[src/hdl/bbd_pkg.sv]
// Shared types, constants and helpers for the bilinear Bayer demosaic block.
// Used by every module under hdl/; has no dependencies of its own.
`default_nettype none
package bbd_pkg;

	localparam int unsigned DEF_MAX_WIDTH  = 4096;
	localparam int unsigned DEF_MAX_HEIGHT = 4096;

	localparam int unsigned PIX_W     = 8;
	localparam int unsigned CFG_W     = 13;
	localparam int unsigned REG_IDX_W = 1;

	localparam logic [REG_IDX_W-1:0] REG_IMAGE_WIDTH  = 1'b0;
	localparam logic [REG_IDX_W-1:0] REG_IMAGE_HEIGHT = 1'b1;

	localparam logic [CFG_W-1:0] RESET_DIM = 13'd256;
	localparam int unsigned MIN_DIM = 3;

	// Result buffer depth; three entries keep one item per cycle, while the output
	// accepts, with no combinational path from the output ready to the input ready.
	localparam int unsigned OUT_FIFO_DEPTH = 3;

	typedef enum logic [1:0] {
		PH_FIRST,
		PH_SECOND,
		PH_STEADY
	} row_phase_t;

	// Position flags of one window, produced at the input side.
	typedef struct packed {
		logic lag;
		logic eof;
		logic top;
		logic bottom;
		logic left;
		logic right;
		logic row_odd;
		logic col_odd;
	} pos_ctl_t;

	typedef struct packed {
		logic             eof;
		logic [PIX_W-1:0] blue;
		logic [PIX_W-1:0] green;
		logic [PIX_W-1:0] red;
	} rgb_item_t;

	// Clamps a dimension register to [MIN_DIM, hi] and returns the value minus one.
	function automatic int unsigned dim_last(input logic [CFG_W-1:0] v, input int unsigned hi);
		int unsigned d;
		d = 32'(v);
		if (d < MIN_DIM) begin
			d = MIN_DIM;
		end else if (d > hi) begin
			d = hi;
		end
		return d - 1;
	endfunction

endpackage
`default_nettype wire

[src/hdl/bbd_out_fifo.sv]
// Small result buffer between the reconstruction stage and the output stream.
// Depends on bbd_pkg for the result type and depth.
`default_nettype none
module bbd_out_fifo
	import bbd_pkg::*;
#(
	localparam int unsigned PW = $clog2(OUT_FIFO_DEPTH),
	localparam int unsigned CW = $clog2(OUT_FIFO_DEPTH + 1)
) (
	input  wire logic      clk,
	input  wire logic      arst_n,
	input  wire logic      push,
	input  wire rgb_item_t push_item,
	input  wire logic      pop_ready,
	output logic           pop_valid,
	output rgb_item_t      pop_item,
	output logic [CW-1:0]  level
);

	rgb_item_t     entry_q [OUT_FIFO_DEPTH];
	logic [PW-1:0] wr_ptr_q;
	logic [PW-1:0] rd_ptr_q;
	logic [CW-1:0] cnt_q;
	logic          pop;

	assign pop_valid = (cnt_q != '0);
	assign pop_item  = entry_q[rd_ptr_q];
	assign level     = cnt_q;
	assign pop       = pop_valid && pop_ready;

	function automatic logic [PW-1:0] ptr_next(input logic [PW-1:0] ptr);
		return (ptr == PW'(OUT_FIFO_DEPTH - 1)) ? '0 : ptr + PW'(1);
	endfunction

	always_ff @(posedge clk) begin
		if (push) begin
			entry_q[wr_ptr_q] <= push_item;
		end
	end

	always_ff @(posedge clk or negedge arst_n) begin
		if (!arst_n) begin
			wr_ptr_q <= '0;
			rd_ptr_q <= '0;
			cnt_q    <= '0;
		end else begin
			if (push) begin
				wr_ptr_q <= ptr_next(wr_ptr_q);
			end
			if (pop) begin
				rd_ptr_q <= ptr_next(rd_ptr_q);
			end
			unique case ({push, pop})
				2'b10:   cnt_q <= cnt_q + CW'(1);
				2'b01:   cnt_q <= cnt_q - CW'(1);
				default: cnt_q <= cnt_q;
			endcase
		end
	end

endmodule
`default_nettype wire

[config.mk]
export PLATFORM = sky130hd
export DESIGN_NAME = bbd_out_fifo
export DESIGN_NICKNAME = d
export VERILOG_FILES = /design/src/hdl/bbd_pkg.sv /design/src/hdl/bbd_out_fifo.sv
export SDC_FILE = /design/constraint.sdc
export NUM_CORES = 1
export LEC_CHECK = 0
export ABC_AREA = 1
export BUFFER_PORTS_ARGS = -buffer_cell sky130_fd_sc_hd__buf_2
export CORE_MARGIN = 5
export CORE_UTILIZATION = 40
export CTS_CLUSTER_SIZE = 30
export DETAILED_ROUTE_END_ITERATION = 10
export GPL_TIMING_DRIVEN = 0
export SYNTH_ARGS = -nofsm -noshare
export SYNTH_HDL_FRONTEND = slang
export SYNTH_SLANG_ARGS = --single-unit
[constraint.sdc]
create_clock -name clk -period 3.4 [get_ports clk]
set_clock_uncertainty 0.15 [all_clocks]
set_input_delay 0.51 -clock clk [delete_from_list [all_inputs] [get_ports clk]]
set_output_delay 0.51 -clock clk [all_outputs]
set_load 0.01 [all_outputs]
* Word level (Yosys, flattened, before mapping)
Memories as Yosys holds them, arrays and structs flattened. Cells that the tools add are included. W data, S select, Z words.
Word-level totals: bits in registers 6, RAM bits 75, memories kept 1
Memories:
- entry_q | depth 3, bits a word 25, read ports 1, clocked after memory_dff 0, write ports 1, line bbd_out_fifo.sv:20 | rgb_item_t entry_q [OUT_FIFO_DEPTH];
Operators by class: add/sub/neg operators 4, equality and inequality tests 4, mux-type cells 5, reductions and logical operators 3
Operators by type and width (count):
- $add A2 B1 Y2 const B | 3
- $eq A2 B2 Y1 const B | 3
- $mux W2 | 2
- $pmux W2 S2 | 1
- $reduce_bool A2 Y1 | 2
- $eq A2 B1 Y1 const B | 1
- $mux W1 | 2
- $sub A2 B1 Y2 const B | 1
- $logic_and A1 B1 Y1 | 1

* Depth between registers and ports, before layout
depth after elaboration 4, gate-level depth with buffers 10

* Worst setup path after synthesis
No wires, ideal clock.
kind input port to flip-flop, from input port push, to memory entry_q[2][0] (netlist bit), enable pin, arrival time 2.281 ns, required time 2.812 ns, slack 0.530 ns, stages on the path 2, buffers on the path 0, path through inv_1 > nor3_1
Between the ends: longest elaborated chain between the ends 2
Ends and longest elaborated chain:
- start, declared | line bbd_out_fifo.sv:12 | input wire logic push,
- $mux W1 | line bbd_out_fifo.sv:36 | if (push) begin
- $mux W1 (implied by the code) | line bbd_out_fifo.sv:37 | entry_q[wr_ptr_q] <= push_item;
- end, declared | line bbd_out_fifo.sv:20
Every way passes these cells.

==> out/metrics.csv <==
metric,value,unit
antenna_found_initial,0,
drtIter0Drc,94,
min-delay-start,push_item[12],
die_w,96.97,um
worstSetupPathType,flop to output pin,
io-pin-count,57,
worst_pin_slew,1.109,ns
row_count,31,
r2r-start,wr_ptr_q[0],
cts_sinks,81,
synthMuxAreaShare,0,
firstDrtPassIters,4,
pre_cts_ws,1.118,ns
routed_wl,5681,um
synth_adder_area_share,0.004136,
post_drt_via_cell_ratio,4.528,
design.core.area,7292,um^2
synth_simple_gate_area_frac,0.1654,
cp_data_arrival_time,1.64,ns
final_nets,322,
synth_compound_area_frac,0.003309,
root_buffer,clkbuf_8,
layout-drive-gt1-share,0.2795,
grt_pass1_wl,9025,um
worstRegToRegCells,3,
n_fill_cell,669,
synth_area,3025,um^2
vias,1793,
fin_crit_sh,0.6764,
cts.path.max_buffers,2,
globalRouteOverflowTotal,0,
cts_tree,done,
layout_setup_ws,1.100,ns
insertion_delay,0.33,ns
fin_hold_ws,0.2148,ns
fp.dieH,96.97,um
antennaDiodeCount,0,
fin_crit,2.300,ns
status,"finished, final reports clean",
r2r_slack,1.43,ns
io_buffer_count,56,
leakage,1.475,nW
post_drt_wl_per_cell,14.35,um
clk_pin_slew_worst_paths,0.08,ns
areaGrowthSynthToFinish,21.96,%
maxClockFrequency,0.4348,GHz
syn_nets,252,
rr_endpoint,entry_q[2][10],
synth_cells,222,
crit_fanout,10,
power_density,859.8,nW/um^2
syn_area_per_cell,13.63,um^2
synth_top_family_by_area,simple AND/OR/NAND/NOR gates,
synth_xor_area_frac,0.002895,
drv_cap,0,
routabilityCongestion,0.6466,
end_kind,output pin,
cts_resized,0,
yosysWarnings,0,
numCtsBuffers,9,
hp-class,input pin to flop,
dieArea,9403,um^2
whs_endpoint,entry_q[1][12],
hold_viol_final,0,
ant_nets,0,
grt_pass1_vias,1794,
layout_common_cells,"nand2_1, edfxtp_1, buf_2",
initial_core_util,0.4149,
grt_use_total,0.1247,
ys_types,16,
final_common_cell,nand2_1,
grt_setup_unrepaired,no,
setup_violations,0,
relSlewSlack,0.2597,
drv_slew,0,
fin_util,0.5060,
dpl.hpwl,3692,um
startpoint_type,flop,
hold_depth,1,
htree_levels,3,
critPathRequiredTime,2.74,ns
drc,0,
grt_max_degree,26,
synth_seq_cells,81,
ir_worst_vdd,351.9,uV
synth-seq-area-share,0.7940,
## power breakdown
group / internal (mW) / switching, mW
clock: 0.412 / 0.333
sequential: 1.29 / 0.0532
combinational: 0.392 / 0.693
total: 2.09 / 1.08
## cell families after synthesis
kind of cell | Yosys count
buffers and inverters | 18
XOR/XNOR | 1
AO/OA/AOI/OAI | 2
adder cells (fa/ha/maj) | 1
flip-flops | 81
AND/OR/NAND/NOR | 119
## metal layers
| layer | global-route usage | up-vias | wire [um] |
|---|---|---|---|
| li1 | - | 907 | - |
| met1 | 0.1446 | 842 | 2416 |
| met2 | 0.2128 | 38 | 2948 |
| met3 | 0.03525 | 6 | 231 |
| met4 | 0.05832 | 0 | 85 |
| met5 | 0 | - | 0 |
## stage by stage
step | power, mW | area, um^2 | instances | setup TNS, ns
2_1_floorplan | 2.023 | 3025 | 222 | 0
3_3_place_gp | 2.459 | 3430 | 377 | -23.35
3_5_place_dp | 2.486 | 3461 | 379 | 0
4_1_cts | 3.235 | 3690 | 396 | 0
5_1_grt | 3.377 | 3690 | 396 | 0
6_report | 3.172 | 3690 | 396 | 0
## critical path, cell delays in order (launching register included)
cell,delay (ns)
dfrtp_1,0.34
buf_6,0.15
clkbuf_1,0.44
nand2_1,0.10
nand3_1,0.13
buf_2,0.14
## synth_stat cells
cell type	count	area share
nand2_1	87	0.11
edfxtp_1	75	0.74
nand3_1	28	0.046
inv_1	10	0.012
dfrtp_1	6	0.050
buf_4	4	0.0099
nor2_4	2	0.0074
o21ai_0	2	0.0033
buf_2	1	0.0017
buf_6	1	0.0037
clkbuf_1	1	0.0012
ha_1	1	0.0041
inv_2	1	0.0012
nand4_1	1	0.0021
nor3_1	1	0.0017
xnor2_1	1	0.0029
## worst max-delay path by stage
stage	startpoint	to
after floorplan	push	entry_q[2][0]
after global placement	push	entry_q[2][6]
after detailed placement	push	entry_q[2][10]
after CTS	rd_ptr_q[1]	pop_item[14]
after global routing	rd_ptr_q[1]	pop_item[17]
final	rd_ptr_q[1]	pop_item[14]
## final cells by class
type                            instances  area [um^2]  share of cell area
Clock buffer                            9        123.9             0.03357
Multi-Input combinational cell        123        536.8              0.1455
Sequential cell                        81         2402              0.6511
Inverter                               11        41.29             0.01119
Tap cell                               99        123.9             0.03357
Timing Repair Buffer                   59        316.6             0.08579
Clock inverter                          7        95.09             0.02577
Buffer                                  7        50.05             0.01356
## sequential cells by signal, indices dropped and copies added (netlist names)
name / count
entry_q: 75
level: 2
rd_ptr_q: 2
wr_ptr_q: 2
## what timing repair did
action / CTS / global route
hold buffers: 1 / 0
endpoints found under the hold margin: 6 / 0
setup buffers: 0 / 0
No activity file was read; power rests on OpenSTA's default activity.
