File: src/hdl/bbd_pkg.sv
// Shared types, constants and helpers for the bilinear Bayer demosaic block.
// Used by every module under hdl/; has no dependencies of its own.
`default_nettype none
package bbd_pkg;

	localparam int unsigned DEF_MAX_WIDTH  = 4096;
	localparam int unsigned DEF_MAX_HEIGHT = 4096;

	localparam int unsigned PIX_W     = 8;
	localparam int unsigned CFG_W     = 13;
	localparam int unsigned REG_IDX_W = 1;

	localparam logic [REG_IDX_W-1:0] REG_IMAGE_WIDTH  = 1'b0;
	localparam logic [REG_IDX_W-1:0] REG_IMAGE_HEIGHT = 1'b1;

	localparam logic [CFG_W-1:0] RESET_DIM = 13'd256;
	localparam int unsigned MIN_DIM = 3;

	// Result buffer depth; three entries keep one item per cycle, while the output
	// accepts, with no combinational path from the output ready to the input ready.
	localparam int unsigned OUT_FIFO_DEPTH = 3;

	typedef enum logic [1:0] {
		PH_FIRST,
		PH_SECOND,
		PH_STEADY
	} row_phase_t;

	// Position flags of one window, produced at the input side.
	typedef struct packed {
		logic lag;
		logic eof;
		logic top;
		logic bottom;
		logic left;
		logic right;
		logic row_odd;
		logic col_odd;
	} pos_ctl_t;

	typedef struct packed {
		logic             eof;
		logic [PIX_W-1:0] blue;
		logic [PIX_W-1:0] green;
		logic [PIX_W-1:0] red;
	} rgb_item_t;

	// Clamps a dimension register to [MIN_DIM, hi] and returns the value minus one.
	function automatic int unsigned dim_last(input logic [CFG_W-1:0] v, input int unsigned hi);
		int unsigned d;
		d = 32'(v);
		if (d < MIN_DIM) begin
			d = MIN_DIM;
		end else if (d > hi) begin
			d = hi;
		end
		return d - 1;
	endfunction

endpackage
`default_nettype wire

File: src/hdl/bbd_window_interp.sv
// 3x3 raw window with border mirroring and bilinear color reconstruction.
// Depends on bbd_pkg for the position flags and the result type.
`default_nettype none
module bbd_window_interp
	import bbd_pkg::*;
(
	input  wire logic             clk,
	input  wire logic             arst_n,
	input  wire logic             restart,
	input  wire logic             step,
	input  wire pos_ctl_t         ctl,
	input  wire logic [PIX_W-1:0] upper_px,
	input  wire logic [PIX_W-1:0] middle_px,
	input  wire logic [PIX_W-1:0] new_px,
	output rgb_item_t             result
);

	// win_q[row][col]; column 2 is the newest.
	logic [2:0][2:0][PIX_W-1:0] win_q;
	logic [2:0][2:0][PIX_W-1:0] shifted;
	logic [2:0][2:0][PIX_W-1:0] rmir;
	logic [2:0][2:0][PIX_W-1:0] p;
	logic [PIX_W:0]   hz_sum;
	logic [PIX_W:0]   vt_sum;
	logic [PIX_W+1:0] cross_sum;
	logic [PIX_W+1:0] diag_sum;
	logic [PIX_W-1:0] ctr, hz, vt, crs, dg;

	always_comb begin
		for (int k = 0; k < 3; k++) begin
			shifted[k][0] = win_q[k][1];
			shifted[k][1] = win_q[k][2];
		end
		shifted[0][2] = upper_px;
		shifted[1][2] = middle_px;
		shifted[2][2] = new_px;

		// Rows are mirrored first, then columns, so corners take the diagonal.
		rmir = shifted;
		if (ctl.top) begin
			rmir[0] = shifted[2];
		end else if (ctl.bottom) begin
			rmir[2] = shifted[0];
		end
		p = rmir;
		for (int k = 0; k < 3; k++) begin
			if (ctl.left) begin
				p[k][0] = rmir[k][2];
			end else if (ctl.right) begin
				p[k][2] = rmir[k][0];
			end
		end
	end

	always_comb begin
		hz_sum    = {1'b0, p[1][0]} + {1'b0, p[1][2]};
		vt_sum    = {1'b0, p[0][1]} + {1'b0, p[2][1]};
		cross_sum = {2'b00, p[0][1]} + {2'b00, p[2][1]} + {2'b00, p[1][0]} + {2'b00, p[1][2]};
		diag_sum  = {2'b00, p[0][0]} + {2'b00, p[0][2]} + {2'b00, p[2][0]} + {2'b00, p[2][2]};
		ctr = p[1][1];
		hz  = hz_sum[PIX_W:1];
		vt  = vt_sum[PIX_W:1];
		crs = cross_sum[PIX_W+1:2];
		dg  = diag_sum[PIX_W+1:2];

		result.eof = ctl.eof;
		unique case ({ctl.row_odd, ctl.col_odd})
			2'b00: begin
				result.green = ctr;
				result.red   = hz;
				result.blue  = vt;
			end
			2'b01: begin
				result.red   = ctr;
				result.green = crs;
				result.blue  = dg;
			end
			2'b10: begin
				result.blue  = ctr;
				result.green = crs;
				result.red   = dg;
			end
			default: begin
				result.green = ctr;
				result.blue  = hz;
				result.red   = vt;
			end
		endcase
	end

	always_ff @(posedge clk or negedge arst_n) begin
		if (!arst_n) begin
			win_q <= '0;
		end else if (restart || (step && ctl.eof)) begin
			win_q <= '0;
		end else if (step) begin
			win_q <= shifted;
		end
	end

endmodule
`default_nettype wire

File: config.mk
export PLATFORM = sky130hd
export DESIGN_NAME = bbd_window_interp
export DESIGN_NICKNAME = d
export VERILOG_FILES = /design/src/hdl/bbd_pkg.sv /design/src/hdl/bbd_window_interp.sv
export SDC_FILE = /design/constraint.sdc
export NUM_CORES = 1
export LEC_CHECK = 0
export BUFFER_PORTS_ARGS = -buffer_cell sky130_fd_sc_hd__buf_2
export CELL_PAD_IN_SITES_DETAIL_PLACEMENT = 2
export CELL_PAD_IN_SITES_GLOBAL_PLACEMENT = 2
export CORE_MARGIN = 8
export CORE_UTILIZATION = 39
export CTS_BUF_LIST = sky130_fd_sc_hd__clkbuf_4 sky130_fd_sc_hd__clkbuf_8
export CTS_CLUSTER_DIAMETER = 80
export DETAILED_ROUTE_END_ITERATION = 7
export GPL_TIMING_DRIVEN = 0
export PLACE_DENSITY = 0.83
export SLEW_MARGIN = 20
export SYNTH_ARGS = -nofsm -noshare
export SYNTH_HDL_FRONTEND = slang
export SYNTH_SLANG_ARGS = --single-unit
File: constraint.sdc
create_clock -name clk -period 26.5 [get_ports clk]
set_input_delay 7.95 -clock clk [delete_from_list [all_inputs] [get_ports clk]]
set_output_delay 7.95 -clock clk [all_outputs]
set_load 0.01 [all_outputs]
Yosys cells after proc, flatten, opt, wreduce, memory -nomap -nowiden
Index checks and enable logic that the tools add are counted.
Storage, ports and cells
  bits in registers: 48
  output and inout bits: 25
Cells by class
  reduce and logical (&&, ||, !) cells: 4
  multiplexer cells: 15
  equal/unequal tests: 2
  add/subtract/negate cells: 8
Operators by type and width (number)
  two-way mux 72 bit: 2
  two-way mux 24 bit: 3
  two-way mux 8 bit: 9
  case mux 24 bit (3 select lines): 1
  adder 8 x 8 -> 9 bit: 4
  adder 10 x 8 -> 10 bit: 2
  adder 9 x 8 -> 10 bit: 2
  equality test 2 x 1 -> 1 bit (second input constant): 1
  equality test 2 bit (second input constant): 1
  logical NOT 2 bit: 1
  nonzero test 2 bit: 1
  logical AND 1 bit: 1
  logical OR 1 bit: 1

Depth between registers and ports, before layout
Gate-level depths: netlist (run 1).
  depth in word-level cells: 7
  mapped depth: 17
  depth with buffers taken out: 14

Least setup slack after synthesis (run 1)
OpenSTA, ideal clock, no wires.
  path kind: in2out
  start point: input port ctl[5] (netlist bit)
  end point: output port result[5] (netlist bit)
  required time: 18.550 ns
  slack: 6.519 ns
  data arrival time: 12.031 ns
  stages: 14
  path through: buf_6 -> buf_1 -> mux4_2 -> fa_1 -> fa_1 -> and2_0 -> and2_1 -> fa_1 -> a21o_1 -> a21oi_1 -> o21ai_0 -> nor2_1 -> xnor2_1 -> mux4_2
RTL lines
  start, declared: RTL line bbd_window_interp.sv:11  | input wire pos_ctl_t ctl,
  end, declared: RTL line bbd_window_interp.sv:15  | output rgb_item_t result

==> summary.md, run 1 <==
| Metric | Value |
|---|---|
| Pint | approximately 170 uW |
| Remaining Overflow, GRT | 0 |
| Period minus WS final | 21.20 ns |
| CTS Hold Bufs | 0 |
| H-tree Lvls | 2 |
| Critical Path Sink Type | output port |
| Count leader, synth | inv_1 |
| CTS tree | yes |
| # clock sinks | 48 |
| Worst slew pin tran | around 0.99 ns |
| Busiest grt layer | met2 |
| Mapped Nets | approximately 600 |
| Vias per cell | around 6 |
| Sequential cell area | roughly 0.0012 sq mm |
| Seq/Total Area, Yosys | 0.227 |
| Total negative setup slack | 0 ns |
| Yosys warns | 0 |
| Drt wl/cell | roughly 25 microns |
| RSZ-0062 raised after global routing | no |
| Gr usage total | 0.210 |
| Post-synthesis mux area share | 0.239 |
| Gate power share | 0.544 |
| Post-detail-place hpwl | between 15 and 20 mm |
| Die Wd | around 130 microns |
| Largest net degree at the start of global routing | 49 |
| Post-synthesis compound-gate area fraction | 0.167 |
| Rows | 42 |
| Slew headroom | 0.339 |
| Lkg Pwr | roughly 3.0 nW |
| Antenna Violating Nets Remaining | 0 |
| Clock share of power | 0.192 |
| Post-CTS Repair Setup Buffers | 0 |
| Cell Pwr Density | around 50 mW/mm^2 |
| Largest family of logic cells by synthesized area | multiplexers |
| Synth Area in XOR/XNOR | 0.0314 |
| Setup violators final | 0 |
| Share of cells above drive strength 1 | 0.201 |
| Post-synth EDFFs | 0 |
| Area of the multi-input gates | about 0.0037 sq mm |
| Global-route wire length before repair | around 29 mm |
| Met2 Use GR | 0.383 |
| Status | completed |
| Port bufs | 57 |
| Met1 Resource Use GR | 0.260 |
| Max Freq | 47.2 MHz |
| Routability Congestion | 0.826 |
| Area Overhead vs Synth | 11.7% |
| Synth top cells by count | 65 x inv_1, 49 x a22o_1, 49 x mux2i_1, 48 x dfrtp_1, 34 x fa_1 |
| Die Height | roughly 130 microns |
| CP startpoint kind | primary input |
| Slew Limit Fails | 0 |
| Clk root buf | clkbuf_8 |
| Top FF cell, synth | dfrtp_1 |
| Yosys cell types | 49 |
| Clock transition at path regs | roughly 0.090 ns |
| Critical Path Slowest Stage Cell | buf_1 |
| Initial Utilization | 0.400 |
| Flops & latches, synth | between 40 and 50 |
| Core ar. | 0.0132 sq mm |
| Critical path buffer and inverter count | 4 |
| Simple logic cell fraction of the synthesized area | 0.0709 |
| Synthesized cell area | approximately 0.0053 sq mm |
| Detailed Routing Iterations Pass 1 | 4 |
| Ys async rst share | 1.00 |
| Antenna Cells | 0 |
| Peak supply drop | between 0.02 and 0.025 mV |
| Psw | 123 uW |
| Via count | 4415 |
| Main area contributors after synthesis | dfrtp_1 23%, fa_1 13%, mux4_2 13% |
| Max Cap Violations | 0 |
| Number of fill cells | 1450 |
| Resize count post-CTS | 0 |
| Nets | about 670 |
| Grt met3 use | 0.0182 |
| Initial antenna violation count | 0 |
| DR DRC count | 0 |
| Synth top area share | 0.227 |
| CP max FO | 10 |
| Critical Path RT | 18.55 ns |
| Kind of critical path | in2out |
| Final Cycle Share | 0.800 |
| Die ar. | ~0.018 sq mm |
| Mean post-synth cell area | ~11 sq um |
| Cell family with most CP delay | compound AO/OA/AOI/OAI gates |
| Sequential Power Share | 0.264 |
| TritonCTS buffer count | 5 |
| Routed wire length | around 18 mm |
| Number of global-route vias before repair | about 5200 |
| Worst path max stage delay | around 0.71 ns |
| Switching Share | 0.418 |
| CP Cell Sequence | buf_2 -> nor2b_1 -> buf_2 -> buf_1 -> mux4_2 -> fa_1 -> fa_1 -> and2_0 -> and2_1 -> fa_1 -> a21o_1 -> a21oi_1 -> o21ai_0 -> o41ai_1 -> o22a_1 -> o31ai_1 -> buf_2 |
| Hold Path Class | reg2reg |
| Clock Path Buffers | 2 |
| Io pins | just over 60 |
| Post-Synth Adder-Cell Area | 0.195 |
| Gate Count Post-Synth | slightly above 500 |
| Critical path data arrival time | 13.25 ns |
| Post-route setup slack | 5.30 ns |
| Synth area leader | dfrtp_1 |
| Clock Latency Late Sink | roughly 0.31 ns |
| 1st-iter DRT viols | ~190 |
| Placement Setup Slack | approximately 5.4 ns |
| Final clock skew | 0.00388 ns |
| Final hold vios | 0 |
[metal layers]
| layer | part of all wire | wire length [microns] |
|---|---|---|
| met1 | 0.43 | 7920 |
| met3 | 0.035 | 635 |
| met4 | 0.012 | 225 |
| met2 | 0.52 | 9620 |
| met5 | 0 | 0 |
[registers in the layout (all words and copies together) (netlist names)]
| signal | flops |
|---|---|
| ctr | 8 |
| rmir | 8 |
| shifted | 32 |
[cells in the final DEF, fill, tap and decap left out, types with 7 or more instances in the layout]
cell,count
mux4_2,30
buf_1,9
buf_2,60
xnor2_1,13
dfrtp_1,48
mux2_2,9
clkbuf_1,14
nor2_1,20
a21oi_1,21
mux2i_1,49
nor3_1,7
fa_1,34
ha_1,28
o21ai_0,14
a21o_1,9
nand2_1,17
inv_1,65
a22o_1,49
[power groups by stage]
| stage | logic [mW] | clock network (mW) | registers [mW] |
|---|---|---|---|
| after floorplan | 0.104 | 0 | 0.0779 |
| after global placement | 0.150 | 0 | 0.0787 |
| after detailed placement | 0.158 | 0 | 0.0789 |
| after CTS | 0.160 | 0.0566 | 0.0775 |
| after global routing | 0.174 | 0.0589 | 0.0779 |
| final | 0.160 | 0.0564 | 0.0776 |
[per-stage QoR]
stage	utilization	cells	hold slack (ns)	power (mW)	cell area, sq um
after global placement	0.438	736	0.514	0.229	5800
final	0.447	744	0.551	0.294	5920
after global routing	0.447	744	0.578	0.311	5920
after CTS	0.447	744	0.554	0.294	5910
after floorplan	-	503	0.486	0.182	5300
after detailed placement	0.438	736	0.521	0.237	5800
[kinds of logic after synthesis]
family,after synthesis
simple gates,73
compound gates,118
mux,88
fa+ha+maj,62
flops,48
xor+xnor,19
buf+inv,95
[final timing paths]
path / from / cells after the start / slack [ns] / to
min reg2reg: rmir[30] / 1 / 0.55 / rmir[30]
max: ctl[3] / 17 / 5.30 / result[7]
max reg2reg: ctr[5] / 1 / 25.65 / ctr[5]
min in group asynchronous: arst_n / 1 / 7.64 / shifted[9]
max in group asynchronous: arst_n / 1 / 18.43 / shifted[62]
min: rmir[30] / 1 / 0.55 / rmir[30]
[cell type report]
type / instances / share of cell area
inverter: 66 / 0.0419
clock inverter: 2 / 0.00592
timing repair buffer: 57 / 0.0486
buffer: 29 / 0.0212
multi-input combinational: 360 / 0.629
tap: 176 / 0.0372
clock buffer: 6 / 0.0129
sequential: 48 / 0.203
(Power assumes the default switching activity.)
==> run 2, diff against run 1 <==
- ABC_AREA: default -> 1
- CORE_UTILIZATION: 39 -> 31
- PLACE_DENSITY: 0.83 -> 0.82
- clock period: 26.5 -> 17.9 ns (I/O delays scaled with it)
==> run 2 against run 1 <==
Compared with the run above:
- total power grew 48%
- via count is 26% higher
- sequential share of layout area decreased by 0.44 points
- critical endpoint is now result[15]
- core utilization fell by 9.3 points
- critical path type unchanged
- critical path depth grew 2
==> summary.md, run 2 <==
| Metric | Value |
|---|---|
| Global-route wire length before repair | 34.4 mm (+17%) |
| Post-synthesis compound-gate area fraction | 0.194 (+0.0271) |
| Die ar. | 0.0218 sq mm (+24%) |
| Post-synth EDFFs | 0 (unchanged) |
| Max Freq | roughly 66 MHz |
| Port bufs | 59 (+3.5%) |
| Post-Synth Adder-Cell Area | 0.192 (-0.00268) |
| Post-synthesis mux area share | 0 (-0.239) |
| 1st-iter DRT viols | 244 (+30%) |
| Share of cells above drive strength 1 | 0.0970 (-0.104) |
| Gr usage total | 0.200 (-0.0102) |
| Top FF cell, synth | dfrtp_1 |
| Initial Utilization | 0.314 (-0.0862) |
| Clock Latency Late Sink | 0.32 ns (about the same) |
| CP max FO | 10 (unchanged) |
| R2R Setup Slk | 16.91 ns (-8.74 ns) |
| Mapped Nets | 897 (+49%) |
| RSZ-0062 raised after global routing | no |
| Cell family with most CP delay | adder cells |
| Critical Path Sink Type | output port |
| Max Cap Violations | 0 (unchanged) |
| Hold Crit Depth | 2 (+1) |
| Antenna Violating Nets Remaining | 0 (unchanged) |
| Peak supply drop | 0.0393 mV (+95%) |
| Initial antenna violation count | 0 (unchanged) |
| Clk root buf | clkbuf_8 |
| Rows | 48 (+14%) |
| Resize count post-CTS | 0 (unchanged) |
| Worst Hold Slack | 0.568 ns (+0.0164 ns) |
| Critical path buffer and inverter count | 6 (+2) |
| Synth Area in XOR/XNOR | 0.0212 (-0.0102) |
| Antenna Cells | 0 (unchanged) |
| Via count | 5566 (+26%) |
| CP startpoint kind | primary input |
| Number of fill cells | 2123 (+46%) |
| Post-detail-place hpwl | 18.0 mm (+19%) |
| Area Overhead vs Synth | 12.6% |
| Slew Limit Fails | 0 (unchanged) |
| Ys async rst share | 1.00 (unchanged) |
| Gate Count Post-Synth | 799 (+59%) |
| Die Height | 148 microns (+11%) |
| CP Cell Sequence | buf_2 -> clkbuf_1 -> clkbuf_1 -> nand2_1 -> o21ai_0 -> inv_1 -> fa_1 -> inv_1 -> fa_1 -> nand2_1 -> fa_1 -> nand3b_1 -> nand2_1 -> a21oi_1 -> o21bai_1 -> a21oi_1 -> o21ai_0 -> and2_1 -> buf_2 |
| Clock transition at path regs | 0.09 ns (about the same) |
| Largest family of logic cells by synthesized area | simple AND/OR/NAND/NOR gates |
| Largest register FFs | 32 (unchanged) |
| Yosys warns | 0 (unchanged) |
| Most frequent cells in the layout | 194 x nand2_1, 163 x inv_1, 96 x o21ai_0 |
| Clock Path Buffers | 2 (unchanged) |
| Post-CTS Repair Setup Buffers | 0 (unchanged) |
| Remaining Overflow, GRT | 0 (unchanged) |
| Slew headroom | 0.460 (+0.121) |
| Worst slew pin tran | 0.802 ns (-0.190 ns) |
| Final clock skew | 0.00342 ns (-0.000456 ns) |
| Path depth of the worst reg2reg path | 2 (+1) |
| Seq/Total Area, Yosys | 0.224 (-0.00312) |
| Mean post-synth cell area | 6.72 sq um (-36%) |
| Yosys cell types | 36 (-27%) |
| H-tree Lvls | 2 (unchanged) |
| Final hold vios | 0 (unchanged) |
| Routability Congestion | 0.835 (+1.2%) |
| Period minus WS final | 15.11 ns |
| Largest net degree at the start of global routing | 49 (unchanged) |
| Simple logic cell fraction of the synthesized area | 0.227 (+0.156) |
| Leading cell type in the layout, fill and taps excluded | nand2_1 |
| Critical path data arrival time | 9.74 ns (-3.51 ns) |
| Critical Path RT | 12.53 ns (-6.02 ns) |
| Synth top area share | 0.224 (-0.00312) |
| Hold Path Class | reg2reg |
| Number of global-route vias before repair | 6148 (+18%) |
| Detailed Routing Iterations Pass 1 | 4 (unchanged) |
| Count leader, synth | nand2_1 |
| Status | completed |
| Nets | 963 (+45%) |
| Final Cycle Share | 0.844 |
| Io pins | 61 (unchanged) |
| TritonCTS buffer count | 5 (unchanged) |
| Synth top cells by count | 194 x nand2_1, 163 x inv_1, 96 x o21ai_0, 49 x nand3_1, 48 x dfrtp_1 |
| Core ar. | 0.0171 sq mm (+29%) |
| Die Wd | 148 microns (+11%) |
| DR DRC count | 0 (unchanged) |
| Main area contributors after synthesis | dfrtp_1 22%, nand2_1 14%, fa_1 13% |
| Synth area leader | dfrtp_1 |
| Synthesized cell area | 0.00537 sq mm (+1.4%) |
| Drt wl/cell | 19.7 microns (-21%) |
| Worst path max stage delay | 0.53 ns (-0.18 ns) |
| Vias per cell | 5.10 (-14%) |
| Routed wire length | 21.4 mm (+17%) |
| # clock sinks | 48 (unchanged) |
| Total negative setup slack | 0 ns (unchanged) |
| Crit. path cell count | 19 (+2) |
| Critical Path Slowest Stage Cell | fa_1 |
| Lkg Pwr | 3.09 nW (+2.1%) |
| Setup violators final | 0 (unchanged) |
| Flops & latches, synth | 48 (unchanged) |
| Cell Pwr Density | 72.0 mW/mm^2 (+45%) |
| Kind of critical path | in2out |
| CTS tree | yes |
| CTS Hold Bufs | 0 (unchanged) |
-- run 2: cells by family (layout without fill, tap and decap cells) --
logic type | Yosys count | after routing
DFF | 48 | 48
AOI/OAI and AO/OA | 188 | 188
xor gates and xnor gates | 13 | 13
buffers and inverters | 202 | 269
adders and majority gates | 62 | 62
and+or+nand+nor | 286 | 286
-- run 2: final timing paths --
path,endpoint,start
min in group asynchronous,shifted[53],arst_n
worst min-delay path,shifted[2],shifted[2]
worst max register to register,ctr[3],ctr[3]
worst max-delay path,result[15],ctl[3]
max in group asynchronous,ctr[1],arst_n
worst min register to register,shifted[2],shifted[2]
-- run 2: routing by layer --
layer | share of wire | GRT usage | up-vias
met5 | 0 | 0 | -
met4 | 0.015 | 0.0444 | 0
met3 | 0.038 | 0.0272 | 19
met2 | 0.47 | 0.330 | 86
met1 | 0.48 | 0.273 | 2776
li1 | - | - | 2685
-- run 2: worst min-delay path, cell delays in order (launching register included) --
cell and delay (ns):
dfrtp_1 0.37, inv_1 0.08, o22ai_1 0.08
-- run 2: layout make-up --
class / instances / area [sq um] / share of cell area
Multi-Input combinational cell: 549 / 3400 / 0.563
Sequential cell: 48 / 1200 / 0.199
Inverter: 169 / 634 / 0.105
Timing Repair Buffer: 59 / 298 / 0.0492
Tap cell: 225 / 282 / 0.0466
Buffer: 33 / 130 / 0.0215
Clock buffer: 7 / 90.1 / 0.0149
Clock inverter: 1 / 7.51 / 0.00124
-- run 2: power by group --
part           switching, mW  internal, mW
combinational          0.159        0.0874
sequential           0.00237         0.111
clock                 0.0423        0.0331
total                  0.204         0.232
-- run 2: per-stage QoR --
step | instances | utilization | cell area (sq um) | worst slack [ns] | total power [mW]
2_1_floorplan | 799 | - | 5370 | 3.89 | 0.278
3_3_place_gp | 1083 | 0.347 | 5950 | 2.88 | 0.356
4_1_cts | 1091 | 0.353 | 6050 | 2.73 | 0.440
5_1_grt | 1091 | 0.353 | 6050 | 2.46 | 0.472
6_report | 1091 | 0.353 | 6050 | 2.79 | 0.435
3_5_place_dp | 1083 | 0.348 | 5950 | 2.72 | 0.365
